### src/sv/gccp_slot_ram.sv
module gccp_slot_ram #(
	parameter int DEPTH  = 256,
	parameter int WIDTH  = 16,
	parameter int ADDR_W = 8
) (
	input  logic              clk,
	input  logic              we,
	input  logic [ADDR_W-1:0] waddr,
	input  logic [WIDTH-1:0]  wdata,
	input  logic [ADDR_W-1:0] raddr,
	output logic [WIDTH-1:0]  rdata
);

	logic [WIDTH-1:0] mem [DEPTH];
	logic [WIDTH-1:0] rdata_q;

	always_ff @(posedge clk) begin
		if (we) begin
			mem[waddr] <= wdata;
		end
	end

	// A write landing in the same cycle as the read is forwarded, so the
	// following transaction sees the value just computed.
	always_ff @(posedge clk) begin
		if (we && (waddr == raddr)) begin
			rdata_q <= wdata;
		end else begin
			rdata_q <= mem[raddr];
		end
	end

	assign rdata = rdata_q;

endmodule

### config.mk
export PLATFORM = sky130hd
export DESIGN_NAME = gccp_slot_ram
export DESIGN_NICKNAME = d
export VERILOG_FILES = /design/src/sv/gccp_slot_ram.sv
export SDC_FILE = /design/constraint.sdc
export NUM_CORES = 2
export LEC_CHECK = 0
export ABC_CLOCK_PERIOD_IN_PS = 2800
export BUFFER_PORTS_ARGS = -buffer_cell sky130_fd_sc_hd__buf_2
export CAP_MARGIN = 10
export CORE_AREA = 5 5 534 536
export DETAILED_ROUTE_END_ITERATION = 16
export DIE_AREA = 0 0 539 541
export GPL_TIMING_DRIVEN = 0
export PLACE_DENSITY = 0.75
export SLEW_MARGIN = 30
export SYNTH_ARGS = -nofsm -noshare
export SYNTH_HDL_FRONTEND = slang
export SYNTH_SLANG_ARGS = --single-unit
export TNS_END_PERCENT = 100
### constraint.sdc
create_clock -name clk -period 2.8 [get_ports clk]
set_clock_uncertainty 0.15 [all_clocks]
set_input_delay 0.56 -clock clk [delete_from_list [all_inputs] [get_ports clk]]
set_output_delay 0.56 -clock clk [all_outputs]
set_load 0.01 [all_outputs]
==> summary.md <==
| Metric | Value |
|---|---|
| Startpoint Class | flop |
| WL/cell | around 41 microns |
| FP Rows | a little under 200 |
| Count leader, synth | edfxtp_1 |
| # setup viols final | 310 |
| Final ANT Viol Nets | 0 |
| Die Area | between 200000 and 300000 sq um |
| Final hold vios | 0 |
| Biggest regs | mem: 4096 flops |
| Syn_nets | around 7400 |
| Top reg by flops | mem |
| Initial antenna violation count | 28 |
| Vias per inst | between 7 and 8 |
| Detailed placement HPWL | 321000 microns |
| Power density over the cells | 686 nW/um^2 |
| Total power | ~0.13 W |
| RSZ-0062 raised after global routing | yes |
| Status | finished with violations |
| Core box area | around 280000 sq um |
| Detailed Route WL | ~500000 microns |
| Hold slack final | approximately 0.027 ns |
| Max-capacitance violation count | 0 |
| Grt ovf | 0 |
| Failing checks | negative setup slack |
| Metal-1 WL | ~160000 microns |
| Worst Setup End Kind | output port |
| Relative slew slack | 0.207 |
| Final worst setup slack | -2.46 ns |
| Placed Instances | approximately 11000 |
| Synth Flop Type | edfxtp_1 |
| Synth Cell Area | around 160000 sq um |
| Die Y | approximately 540 microns |
| Initial core utilization | 0.566 |
| WL met3 | around 66000 microns |
| Root Driver | clkbuf_16 |
| Reg clk slew, reported paths | roughly 0.060 ns |
| H-tree Lvls | 5 |
| Final GP Congestion | 1.07 |
| Top cells by area, synth | edfxtp_1 78%, mux4_2 11%, mux2i_1 3.6% |
| CP top delay family | simple AND/OR/NAND/NOR gates |
| Period utilisation layout | 1.88 |
| CP max FO | 10 |
| Pin count of the biggest net entering global routing | between 100 and 150 |
| Crit path buffers/inverters | 3 |
| Yosys warning total | 0 |
| Largest area contributor in the synthesized netlist | edfxtp_1 |
| Period minus WS final | 5.26 ns |
| Port bufs | between 40 and 50 |
| Synth cell types | 52 |
| Peak VDD IR | about 0.00065 V |
| Share of cells above drive strength 1 | 0.333 |
| Clock net sink count | 4104 |
| Highest routed layer | met5 |
| Met2 wire length | around 230000 microns |
| Asr flop ratio synth | 0 |
| Worst hold path type | primary input to flop |
| Area Overhead vs Synth | 17.9% |
| Vias in the first global route | between 80000 and 90000 |
| Iter 0 DRT Violations | 14900 |
| Avg Inst Size Synth | about 22 sq um |
| Max Freq | about 190 MHz |
| Cells after synthesis | 7352 |
| Die W | 539 microns |
| CTS tree | yes |
| CP required | approximately 2.1 ns |
| CP Class | flop to output port |
| Non-filler cells, final | 12200 |
| Vias | about 86000 |
| EDFF count, synth | roughly 4000 |
| Max reg flops | between 4000 and 5000 |
| DR pass1 iterations | 8 |
| GRT Total Usage | 0.334 |
| Leakage power | 59.0 nW |
| Slowest stage delay, CP | 0.65 ns |
| Register area share after synthesis | 0.777 |
| Critical-path cell list | nor4bb_1 > clkbuf_1 > nand2_2 > clkbuf_2 > a21oi_1 > a21oi_4 > nand4_1 > nor4_4 > buf_2 |
| Yosys top cell area share | 0.776 |
| Drc violations | 0 |
| Most frequent cells after synthesis | 4096 x edfxtp_1, 797 x mux4_2, 565 x mux2i_1 |
| Num CTS Buffers | ~400 |
| CP max-delay cell | nor4_4 |
| Slew @ Worst Pin | ~1.2 ns |
| Global-route wire length before repair | 672000 microns |
| Worst EP arrival | between 4 and 5 ns |
| Clk buf depth | 4 |
| Seq cells post-synth | ~4100 |
| Slew Viols, Final | 0 |
| I/O pins | 50 |
| Nets | around 8000 |
[per-stage QoR]
step	cell area (sq um)	util	setup TNS (ns)	setup slack [ns]
2_1_floorplan	159000	-	-85.60	-0.154
3_3_place_gp	164000	0.585	-	-4.11
3_5_place_dp	169000	0.602	-3020.53	-3.06
4_1_cts	185000	0.660	-123.36	-2.32
5_1_grt	187000	0.667	-44.48	-2.44
6_report	187000	0.667	-51.67	-2.46
[routing by layer]
| metal | vias to the layer above | global-route usage |
|---|---|---|
| met5 | - | 0 |
| met1 | 44500 | 0.429 |
| li1 | 32800 | - |
| met2 | 7319 | 0.503 |
| met3 | 1545 | 0.0929 |
| met4 | 4 | 0.224 |
[cells by family (layout without fill, tap and decap cells)]
kind of cell	after synthesis	in the layout	share of synthesized area
multiplexers	1450	1450	0.155
other	0	16	0
AO/OA/AOI/OAI	786	786	0.0354
buffers and inverters	456	1510	0.0170
flip-flops	4104	4104	0.777
AND/OR/NAND/NOR	556	556	0.0158
[power breakdown]
group	total, W	internal, W	switching [W]
Sequential	0.0677	0.0677	0.0000564
Clock	0.0520	0.0293	0.0227
Combinational	0.00859	0.00293	0.00566
Total	0.128	0.0999	0.0284
[layout make-up]
| cell class | count | area (sq um) |
|---|---|---|
| antenna | 16 | 40.0 |
| buffer | 449 | 4490 |
| clock buffer | 490 | 10300 |
| clock inverter | 217 | 2010 |
| fill | 16800 | 93300 |
| inverter | 4 | 17.5 |
| multi-input combinational | 2792 | 37300 |
| sequential | 4104 | 123000 |
| tap | 3743 | 4680 |
| timing repair buffer | 350 | 5010 |
[repair_timing]
action / 4_1_cts / 5_1_grt
gates resized for setup: 787 / 230
setup buffers: 27 / 76
pin swaps: 83 / 127
hold buffers: 21 / 0
endpoints found under the hold margin: 515 / 0
endpoints found under the setup margin: 1063 / 1835
cloned: 0 / 3
[cells in the final DEF, fill, tap and decap left out, types with 37 or more instances in the layout]
cell | netlist | routed
o221ai_1 | 252 | 120
edfxtp_1 | 4096 | 4096
o221ai_2 | 1 | 120
nor2_4 | 0 | 167
nor2_1 | 304 | 44
mux4_2 | 797 | 797
mux2i_1 | 565 | 558
clkbuf_4 | 0 | 54
mux2_2 | 88 | 88
buf_16 | 0 | 85
nor3_2 | 0 | 42
o22ai_2 | 0 | 37
buf_6 | 77 | 127
nor2_2 | 0 | 93
buf_2 | 76 | 48
buf_12 | 5 | 85
o22ai_1 | 148 | 104
clkinv_1 | 0 | 98
clkinv_2 | 0 | 55
buf_4 | 26 | 140
clkbuf_16 | 0 | 402
clkbuf_1 | 230 | 147
a21oi_1 | 175 | 136
buf_8 | 11 | 66
clkbuf_2 | 0 | 81
[final timing paths]
path                      start           end  cells past startpoint
worst min-delay path  wdata[14]  mem[210][14]                      1
worst max-delay path       flop      rdata[7]                      9
Power figures use the tool's default switching activity.
