==> src/sv/gccp_free_stack.sv <==
module gccp_free_stack #(
	parameter int SLOT_COUNT = 256
) (
	input  logic                            clk,
	input  logic                            arst_n,
	input  logic                            clear,
	input  logic [$clog2(SLOT_COUNT)-1:0]   clear_addr,
	input  logic                            acquire,
	input  logic                            release_slot,
	input  logic [$clog2(SLOT_COUNT)-1:0]   push_slot,
	output logic                            empty,
	output logic [$clog2(SLOT_COUNT)-1:0]   pop_slot
);

	localparam int SLOT_W = $clog2(SLOT_COUNT);
	localparam int TOP_W  = $clog2(SLOT_COUNT + 1);

	logic [SLOT_W-1:0] mem [SLOT_COUNT];
	logic [TOP_W-1:0]  top_q;
	logic [TOP_W-1:0]  top_m1;
	logic [SLOT_W-1:0] pop_slot_q;
	logic              pop;
	logic              push;

	assign empty  = (top_q == '0);
	assign top_m1 = top_q - 1'b1;
	assign pop    = acquire && !empty;
	// A release onto a full stack still bumps the generation; only the push is dropped.
	assign push   = release_slot && (top_q != TOP_W'(SLOT_COUNT));

	always_ff @(posedge clk or negedge arst_n) begin
		if (!arst_n) begin
			top_q <= TOP_W'(SLOT_COUNT);
		end else if (pop) begin
			top_q <= top_m1;
		end else if (push) begin
			top_q <= top_q + 1'b1;
		end
	end

	always_ff @(posedge clk) begin
		if (clear) begin
			mem[clear_addr] <= clear_addr;
		end else if (push) begin
			mem[top_q[SLOT_W-1:0]] <= push_slot;
		end
	end

	always_ff @(posedge clk) begin
		if (pop) begin
			pop_slot_q <= mem[top_m1[SLOT_W-1:0]];
		end
	end

	assign pop_slot = pop_slot_q;

`ifndef SYNTH
	a_top_bounded: assert property (@(posedge clk) disable iff (!arst_n)
		top_q <= TOP_W'(SLOT_COUNT))
		else $error("free stack pointer beyond pool size");
`endif

endmodule

==> config.mk <==
export PLATFORM = sky130hd
export DESIGN_NAME = gccp_free_stack
export DESIGN_NICKNAME = d
export VERILOG_FILES = /design/src/sv/gccp_free_stack.sv
export SDC_FILE = /design/constraint.sdc
export NUM_CORES = 2
export LEC_CHECK = 0
export BUFFER_PORTS_ARGS = -buffer_cell sky130_fd_sc_hd__buf_2
export CAP_MARGIN = 15
export CORE_UTILIZATION = 65
export CTS_BUF_LIST = sky130_fd_sc_hd__clkbuf_8 sky130_fd_sc_hd__clkbuf_16
export DETAILED_ROUTE_END_ITERATION = 10
export GPL_ROUTABILITY_DRIVEN = 0
export GPL_TIMING_DRIVEN = 0
export PLACE_DENSITY_LB_ADDON = 0.2
export SLEW_MARGIN = 20
export SYNTH_ARGS = -nofsm -noshare
export SYNTH_HDL_FRONTEND = slang
export SYNTH_SLANG_ARGS = --single-unit
==> constraint.sdc <==
create_clock -name clk -period 14.5 [get_ports clk]
set_input_delay 2.9 -clock clk [delete_from_list [all_inputs] [get_ports clk]]
set_output_delay 2.9 -clock clk [all_outputs]
set_load 0.01 [all_outputs]
==> results by group <==
Global routing
  – Largest net degree at the start of global routing: just over 80
  – Vias in the first global route: about 42000
  – First-pass GRT wire length: 301 mm
  – Met3 Track Usage GR: approximately a tenth
  – Remaining global-route overflow: 0
  – Grt met2 use: a little over half
  – Initial antenna violation count: 6
  – Met1 Use GR: roughly 47%
  – Gr busiest metal: met2
  – Total GRT Usage: between 30% and 40%

Yosys
  – Sequential share of the synthesized area: between 70% and 80%
  – Cell taking the most area after synthesis: edfxtp_1
  – Synth Flop Type: edfxtp_1
  – Asr flop ratio synth: less than 1%
  – Post-synth EDFFs: between 2000 and 2500
  – Cells after Synth: ~3800
  – Synth unique cells: slightly below 50
  – Avg Synthesized Cell Area: 21.2 sq um
  – Yosys Warn Count: 0
  – Top-count cell post-synth: edfxtp_1
  – Syn Std Cell Area: between 70000 and 80000 sq um
  – Synth top cells by count: edfxtp_1 (2056), mux4_2 (512), nor2_1 (299), a22oi_1 (197), clkbuf_1 (148)
  – Yosys reg bits: approximately 2100
  – Yosys top cell area share: 77.2%
  – Top cells by area, synth: edfxtp_1 (77%), mux4_2 (14%), a22oi_1 (1.8%), nor2_1 (1.4%), clkbuf_1 (0.69%)
  – Post-synth net total: 3801

Critical path
  – Crit path buffers/inverters: 8
  – Slowest cell on the critical path: buf_1
  – Critical path type: flop to flop
  – Critical Path Fanout Max: 10
  – CP dominant cell by count: buf_2
  – Data arrival, critical path: about 8.0 ns
  – Critical path startpoint category: flop
  – Worst path cell trace: buf_6 > clkbuf_1 > buf_2 > buf_2 > inv_1 > ha_1 > buf_2 > buf_1 > clkbuf_1 > mux4_2 > nand2_1 > nand3_1 > a32oi_1 > o221ai_1 > a32oi_1 > o221ai_1
  – Largest stage delay, worst path: a little over 0.9 ns
  – Delay-heaviest family, CP: buffers and inverters
  – Setup crit end kind: flop
  – CP Data Required Time: 15.02 ns

Min path
  – Hold/Removal Path Class: flop to flop

CTS
  – Post-CTS Resized: 0
  – CTS Hold Bufs: 0
  – Total clock sinks: about 2100
  – CTS Buffer Depth: 3
  – Clk slew on worst S/H paths: ~0.070 ns
  – CTS Buf Count: approximately 200
  – CTS Root Cell: clkbuf_16
  – Post-CTS Setup Bufs: 0
  – CTS H-tree depth: 4
  – CTS tree: done
  – Clock latency on the worst-skew pair: between 0.8 and 0.9 ns

Flow run
  – Max Cap Viol: 0

Run status
  – Status: finished clean

Floorplanning
  – Die area: 124000 sq um
  – Core Area: between 100000 and 150000 sq um
  – Starting density of the core: between 60 and 70%
  – FP Rows: between 100 and 150
  – Die Y: ~350 um
  – Die width: between 300 and 400 um
  – # IOs: 30

Timing
  – Worst setup margin: approximately 7.1 ns
  – Worst-margin pin slew: approximately 1.4 ns
  – RSZ-0062 raised after global routing: no
  – Worst slew margin: approximately 7.9%
  – Final Skew: 0.0308 ns
  – Setup violations, final: 0
  – Hold slack: 0.520 ns
  – FMAX: ~130 MHz
  – Slew Limit Fails: 0
  – Final hold violations: 0
  – Fin crit period: approximately 7.4 ns
  – Setup TNS: 0 ns
  – Tcrit/Tclk final: 51.3%

Routing
  – Initial drt markers: around 7000
  – Vias per inst: 7.18
  – Via Count: approximately 42000
  – DRC Markers: 0
  – Routed wire length: ~210 mm
  – Average wire per standard cell: ~36 um
  – Final ANT Viol Nets: 0
  – DRT Pass-1 Iters: 7

Finish
  – Area grow syn2layout: 11.6%
  – Nets: about 4100
  – Share of cells above drive strength 1: 22.5%
  – Fin cells: a little under 6000

Place
  – Port buffer count: 27
  – Post-DP HPWL: 138 mm
  – Pre-CTS WS: between 7 and 8 ns
  – Post-placement cell count: around 5500

Power
  – Pwr Density: between 200 and 250 nW/um^2
  – Total power draw: between 0.015 and 0.02 W
  – Pleak: roughly 28 nW
  – VDD IR max: between 0.2 and 0.25 mV
final timing paths:
kind | startpoint | to | slack (ns) | cells after the start
worst max-delay path | top_q[0] | pop_slot[3] | 7.06 | 16
worst min-delay path | top_q[8] | top_q[8] | 0.52 | 1
worst max register to register | top_q[0] | pop_slot[3] | 7.06 | 16
worst min register to register | top_q[8] | top_q[8] | 0.52 | 1
max in group asynchronous | arst_n | top_q[8] | 12.33 | 1
min in group asynchronous | arst_n | top_q[0] | 1.92 | 1
power breakdown:
group          switching (W)  leakage [nW]  internal, W
combinational        0.00474          6.11      0.00268
clock                0.00217          3.13      0.00266
sequential         0.0000325          18.6      0.00670
routing by layer:
layer | wire length (um) | vias to the layer above
met1 | 73000 | 21500
met5 | 23 | -
met3 | 28400 | 580
li1 | - | 16400
met4 | 11600 | 4
met2 | 99400 | 3338
metrics by stage:
step / cell area, sq um / utilization [%]
finish: 89300 / 73.3
global route: 89300 / 73.2
CTS: 89200 / 73.2
detailed placement: 83200 / 68.3
global placement: 82200 / 67.4
floorplan: 80000 / -
cell usage in the layout, fill, tap and decap left out, types with 16 or more instances in the layout:
cell type  Yosys  routed
edfxtp_1    2056    2056
clkbuf_1     148     137
a32oi_1       19      19
nor2_1       299     297
buf_16         0      24
clkinv_1       0      52
nor3_1        31      31
clkbuf_16      0     198
buf_2         62      92
nand3_1       21      21
o221ai_1      17      17
a22o_1        48      48
a211o_1       16      16
inv_1          4      58
mux2i_1       24      24
clkinv_2       0      23
nand2_1      118     110
a22oi_1      197     196
mux4_2       512     512
buf_1         21      17
a21oi_1       80      73
flip-flops by register name (all words and copies together), names as in the netlist:
register	cells
top_q	9
pop_slot	8
mem	2048
worst reg2reg max path, stage by stage (launching register included):
cell	delay (ns)
dfrtp_1	0.39
buf_6	0.23
clkbuf_1	0.73
buf_2	0.56
buf_2	0.38
inv_1	0.16
ha_1	0.31
buf_2	0.33
buf_1	0.92
clkbuf_1	0.55
mux4_2	0.44
nand2_1	0.10
nand3_1	0.14
a32oi_1	0.37
o221ai_1	0.38
a32oi_1	0.86
o221ai_1	0.26
logic make-up (layout without fill, tap and decap cells):
logic type	Yosys count	after routing	share of synthesized area, %
other	0	11	0
muxes	536	536	14.7
adders and majority gates	3	3	0.0469
DFF	2065	2065	77.5
buffers and inverters	241	660	1.27
AOI/OAI and AO/OA	401	401	3.66
and+or+nand+nor	516	516	2.68
xor gates and xnor gates	15	15	0.174
final cells by class:
type	count	area [sq um]
Buffer	237	1020
Antenna cell	11	27.5
Clock buffer	198	4950
Clock inverter	155	1020
Sequential cell	2065	62000
Timing Repair Buffer	66	1070
Tap cell	1625	2030
Fill cell	6603	32600
Multi-Input combinational cell	1471	17200
Inverter	4	15.0
Power figures use the tool's default switching activity.
