<file path="src/sv/gccp_pkg.sv">
package gccp_pkg;

	typedef enum logic [1:0] {
		OP_ACQUIRE = 2'd0,
		OP_FINISH  = 2'd1,
		OP_QUERY   = 2'd2,
		OP_RELEASE = 2'd3
	} op_t;

	typedef enum logic [1:0] {
		ST_OK         = 2'd0,
		ST_POOL_EMPTY = 2'd1,
		ST_ZERO_COUNT = 2'd2
	} status_t;

	typedef struct packed {
		op_t         operation;
		logic [15:0] initial_count;
		logic [7:0]  slot_index;
		logic [15:0] handle_generation;
		logic        handle_valid;
	} request_t;

	typedef struct packed {
		logic [7:0]  result_slot;
		logic [15:0] result_generation;
		logic        completed;
		logic        reached_zero;
		status_t     status;
	} result_t;

	// Decisions made when a transaction is accepted, carried down the pipeline.
	typedef struct packed {
		logic acq_ok;
		logic usable;
		logic in_range;
	} slot_flags_t;

endpackage

</file>
<file path="src/sv/gccp_exec.sv">
module gccp_exec #(
	parameter int SLOT_W          = 8,
	parameter int GENERATION_BITS = 16,
	parameter int COUNT_BITS      = 16
) (
	input  gccp_pkg::request_t           req,
	input  gccp_pkg::slot_flags_t        flags,
	input  logic [SLOT_W-1:0]            slot,
	input  logic [COUNT_BITS-1:0]        cnt_rd,
	input  logic [GENERATION_BITS-1:0]   gen_rd,
	output logic                         cnt_we,
	output logic [COUNT_BITS-1:0]        cnt_wd,
	output logic                         gen_we,
	output logic [GENERATION_BITS-1:0]   gen_wd,
	output gccp_pkg::result_t            res
);

	import gccp_pkg::*;

	logic [GENERATION_BITS-1:0] gen_inc;
	logic [GENERATION_BITS-1:0] gen_out;

	assign gen_inc = GENERATION_BITS'(gen_rd + 1'b1);
	assign gen_wd  = gen_inc;

	always_comb begin
		cnt_we               = 1'b0;
		cnt_wd               = COUNT_BITS'(32'(req.initial_count));
		gen_we               = 1'b0;
		gen_out              = flags.in_range ? gen_rd : '0;
		res.result_slot      = req.slot_index;
		res.completed        = 1'b0;
		res.reached_zero     = 1'b0;
		res.status           = ST_OK;
		unique case (req.operation)
			OP_ACQUIRE: begin
				if (flags.acq_ok) begin
					cnt_we          = 1'b1;
					res.result_slot = 8'(32'(slot));
					gen_out         = gen_rd;
				end else begin
					res.result_slot = '0;
					res.status      = ST_POOL_EMPTY;
					gen_out         = '0;
				end
			end
			OP_FINISH: begin
				if (flags.usable) begin
					if (cnt_rd == '0) begin
						res.status = ST_ZERO_COUNT;
					end else begin
						cnt_we           = 1'b1;
						cnt_wd           = COUNT_BITS'(cnt_rd - 1'b1);
						res.reached_zero = (cnt_rd == COUNT_BITS'(1));
					end
				end
			end
			OP_QUERY: begin
				res.completed = !flags.usable
					|| (gen_rd != GENERATION_BITS'(32'(req.handle_generation)))
					|| (cnt_rd == '0);
			end
			OP_RELEASE: begin
				if (flags.usable) begin
					gen_we  = 1'b1;
					gen_out = gen_inc;
				end
			end
		endcase
		res.result_generation = 16'(32'(gen_out));
	end

endmodule

</file>
<file path="config.mk">
export PLATFORM = sky130hd
export DESIGN_NAME = gccp_exec
export DESIGN_NICKNAME = d
export VERILOG_FILES = /design/src/sv/gccp_pkg.sv /design/src/sv/gccp_exec.sv
export SDC_FILE = /design/constraint.sdc
export NUM_CORES = 1
export LEC_CHECK = 0
export BUFFER_PORTS_ARGS = -buffer_cell sky130_fd_sc_hd__buf_2
export CAP_MARGIN = 10
export CORE_MARGIN = 2
export CORE_UTILIZATION = 43
export DETAILED_ROUTE_END_ITERATION = 10
export GPL_TIMING_DRIVEN = 1
export PLACE_DENSITY = 0.95
export SYNTH_ARGS = -nofsm -noshare
export SYNTH_HDL_FRONTEND = slang
export SYNTH_SLANG_ARGS = --single-unit
</file>
<file path="constraint.sdc">
create_clock -name vclk -period 3.9
set_clock_uncertainty 0.2 [all_clocks]
set_input_delay 0.585 -clock vclk [all_inputs]
set_output_delay 0.585 -clock vclk [all_outputs]
set_load 0.01 [all_outputs]
</file>
==> metrics.csv <==
stage;metric;value;unit
route;wl_per_cell;12.6;um
global_route;grt_util_met2;45.7;%
die;initial_core_util;44.4;%
logic_synthesis;seq_area_frac_synth;0;%
timing;fmax;307;MHz
finish;area_growth;45.9;%
global_route;antenna_found_initial;0;
global_route;track_usage;22.6;%
critical_path;worst_setup_path_end_kind;primary output;
place;place_hpwl;4420;um
timing;max_slew.worst_pin.slew;846;ps
finish;flops_and_latches;0;
finish;drive_gt1_share;48.1;%
die;boundaryPins;148;
power;ir_worst_vdd;0.0000593;V
place;portBuffers;147;
timing;rsz0062_at_grt;false;
timing;timing.final.ws_setup;639;ps
power;powerDensity;105;nW/um^2
finish;clockBufferCount;0;
outcome;status;finished clean;
timing;maxSlewViolCount;0;
power;total_leakage_power;0.00123;uW
route;vias;2130;
global_route;use_met1;25.7;%
logic_synthesis;avgSynthCellArea;7.23;um^2
critical_path;startpoint_type;input port;
route;drt-initial-drc-count;160;
finish;final_nets;456;
timing;min_period;3260;ps
finish;fill_cells;338;
die;die_x;65.2;um
timing;relSlewSlack;43.5;%
logic_synthesis;syn_nets;317;
global_route;grt_pass1_vias;1852;
die;die-area;4250;um^2
place;dpl.cell_count;408;
flow_run;maxCapViolations;0;
route;drt_wl_total;5120;um
power;combPwrFrac;100.0;%
global_route;busiest_layer;met2;
critical_path;required;3120;ps
power;netSwitchingFraction;52.9;%
timing;period_share;83.6;%
power;pwr-share-seq;0;%
route;ant_nets;0;
power;power_switching;130;uW
clocking;cts_setup_buffers;0;
die;die_y;65.2;um
timing;setup_tns;0;ps
global_route;grt_first_pass_wirelength;8020;um
finish;antennaDiodeCount;0;
logic_synthesis;synth.distinct_cells;45;
timing;whs;1240;ps
place;gp_congestion;0.924;
global_route;grt_max_degree;21;
logic_synthesis;synth.cell_area;1610;um^2
logic_synthesis;netlist_instances;223;
timing;setup_viol;0;
timing;hold_viol;0;
route;drc_errors;0;
finish;stdcell_count;408;
die;row_count;22;
critical_path;cp.arrival;2480;ps
route;vias_per_cell;5.22;
power;clkPwrFrac;0;%
clocking;hold_buffers;0;
clocking;cts_resized;0;
critical_path;worstSetupPathType;in2out;
route;dr.pass1.iters;4;
global_route;grt_use_met3;2.23;%
die;core;3630;um^2
logic_synthesis;ys_warn_count;0;
min_path;hold_class;in2out;
place;place_ws;650;ps
power;p_int;116;uW
critical_path;critPathMaxFanout;6;
finish;register_area;0;um^2
global_route;gr-total-overflow;0;
-- routing by layer --
layer	wire (um)	share of wire, %
met3	468	9.1
met2	2650	52
met5	0	0
met1	1930	38
met4	78	1.5
-- final timing paths --
check                     start          to  slack [ps]  cells after the start
worst max-delay path  cnt_rd[0]  cnt_wd[14]         640                      8
worst min-delay path   flags[2]      res[0]        1240                      3
-- Yosys cell counts (all sizes together) (2+ instances only) --
cell    number  area, um^2
nand4        9        86.3
mux2        15         195
nor2        10        37.5
a22o         5        43.8
a21oi        5        25.0
nand3        9        57.6
and2         2        12.5
o31ai        3        22.5
o21a         3        22.5
o22ai        2        12.5
or4          2        18.8
inv         18        67.6
o21ai       10        50.1
ha           8         100
nand2       23        86.3
a211oi       2        15.0
xnor2       18         158
nand3b       2        15.0
nor2b        2        12.5
a31oi        6        37.5
nor4        10        83.8
buf          8        55.1
nand2b       5        31.3
clkbuf       4        16.3
nor3         7        40.0
xor2        25         219
-- logic make-up (layout without fill, tap and decap cells) --
group / count (synthesis) / count (layout) / synth area share [%]
AOI/OAI and AO/OA: 38 / 38 / 15.4
xor gates and xnor gates: 43 / 43 / 23.4
and+or+nand+nor: 88 / 88 / 33.7
adders and majority gates: 8 / 8 / 6.21
buffers and inverters: 30 / 167 / 8.62
muxes: 16 / 16 / 12.7
-- area by class of cell --
| class | instances | area [um^2] | area share (%) |
|---|---|---|---|
| Inverter | 18 | 67.6 | 2.87 |
| Multi-Input combinational cell | 193 | 1470 | 62.6 |
| Tap cell | 48 | 60.1 | 2.55 |
| Timing Repair Buffer | 149 | 751 | 31.9 |
-- power groups by stage --
| stage | Combinational, uW | Clock, uW | Sequential (uW) |
|---|---|---|---|
| after global routing | 269 | 0 | 0 |
| after floorplan | 133 | 0 | 0 |
| after global placement | 239 | 0 | 0 |
| after CTS | 246 | 0 | 0 |
| final | 246 | 0 | 0 |
| after detailed placement | 245 | 0 | 0 |
-- worst max-delay path, stage by stage --
cell,delay (ps)
buf_2,130
inv_1,100
ha_1,180
nor3b_1,710
nand4_1,220
xnor2_1,160
mux2_4,260
buf_2,140
-- cells in the final DEF, fill, tap and decap left out, types with 2 or more instances in the layout --
| cell | Yosys | routed |
|---|---|---|
| buf_2 | 7 | 147 |
| xor2_1 | 25 | 25 |
| nand2_1 | 23 | 23 |
| inv_1 | 18 | 18 |
| xnor2_1 | 18 | 18 |
| nor2_1 | 10 | 10 |
| o21ai_0 | 10 | 10 |
| nand3_1 | 8 | 8 |
| nor4_1 | 8 | 8 |
| mux2_2 | 8 | 8 |
| ha_1 | 8 | 8 |
| nand4_1 | 7 | 7 |
| mux2_4 | 7 | 7 |
| a31oi_1 | 6 | 6 |
| nor3_1 | 6 | 6 |
| nand2b_1 | 5 | 5 |
| a21oi_1 | 5 | 5 |
| a22o_1 | 5 | 5 |
| o21a_1 | 3 | 3 |
| o31ai_1 | 3 | 3 |
| nand4_4 | 2 | 2 |
| nor2b_1 | 2 | 2 |
| nand3b_1 | 2 | 2 |
| a211oi_1 | 2 | 2 |
| o22ai_1 | 2 | 2 |
| and2_1 | 2 | 2 |
| buf_4 | 0 | 2 |
-- metrics by stage --
| stage | util (%) | instance area, um^2 | total power [uW] |
|---|---|---|---|
| after floorplan | - | 1610 | 133 |
| after global placement | 64.7 | 2350 | 239 |
| after detailed placement | 64.7 | 2350 | 245 |
| after CTS | 64.7 | 2350 | 246 |
| after global routing | 64.7 | 2350 | 269 |
| final | 64.7 | 2350 | 246 |
(Power assumes the default switching activity.)
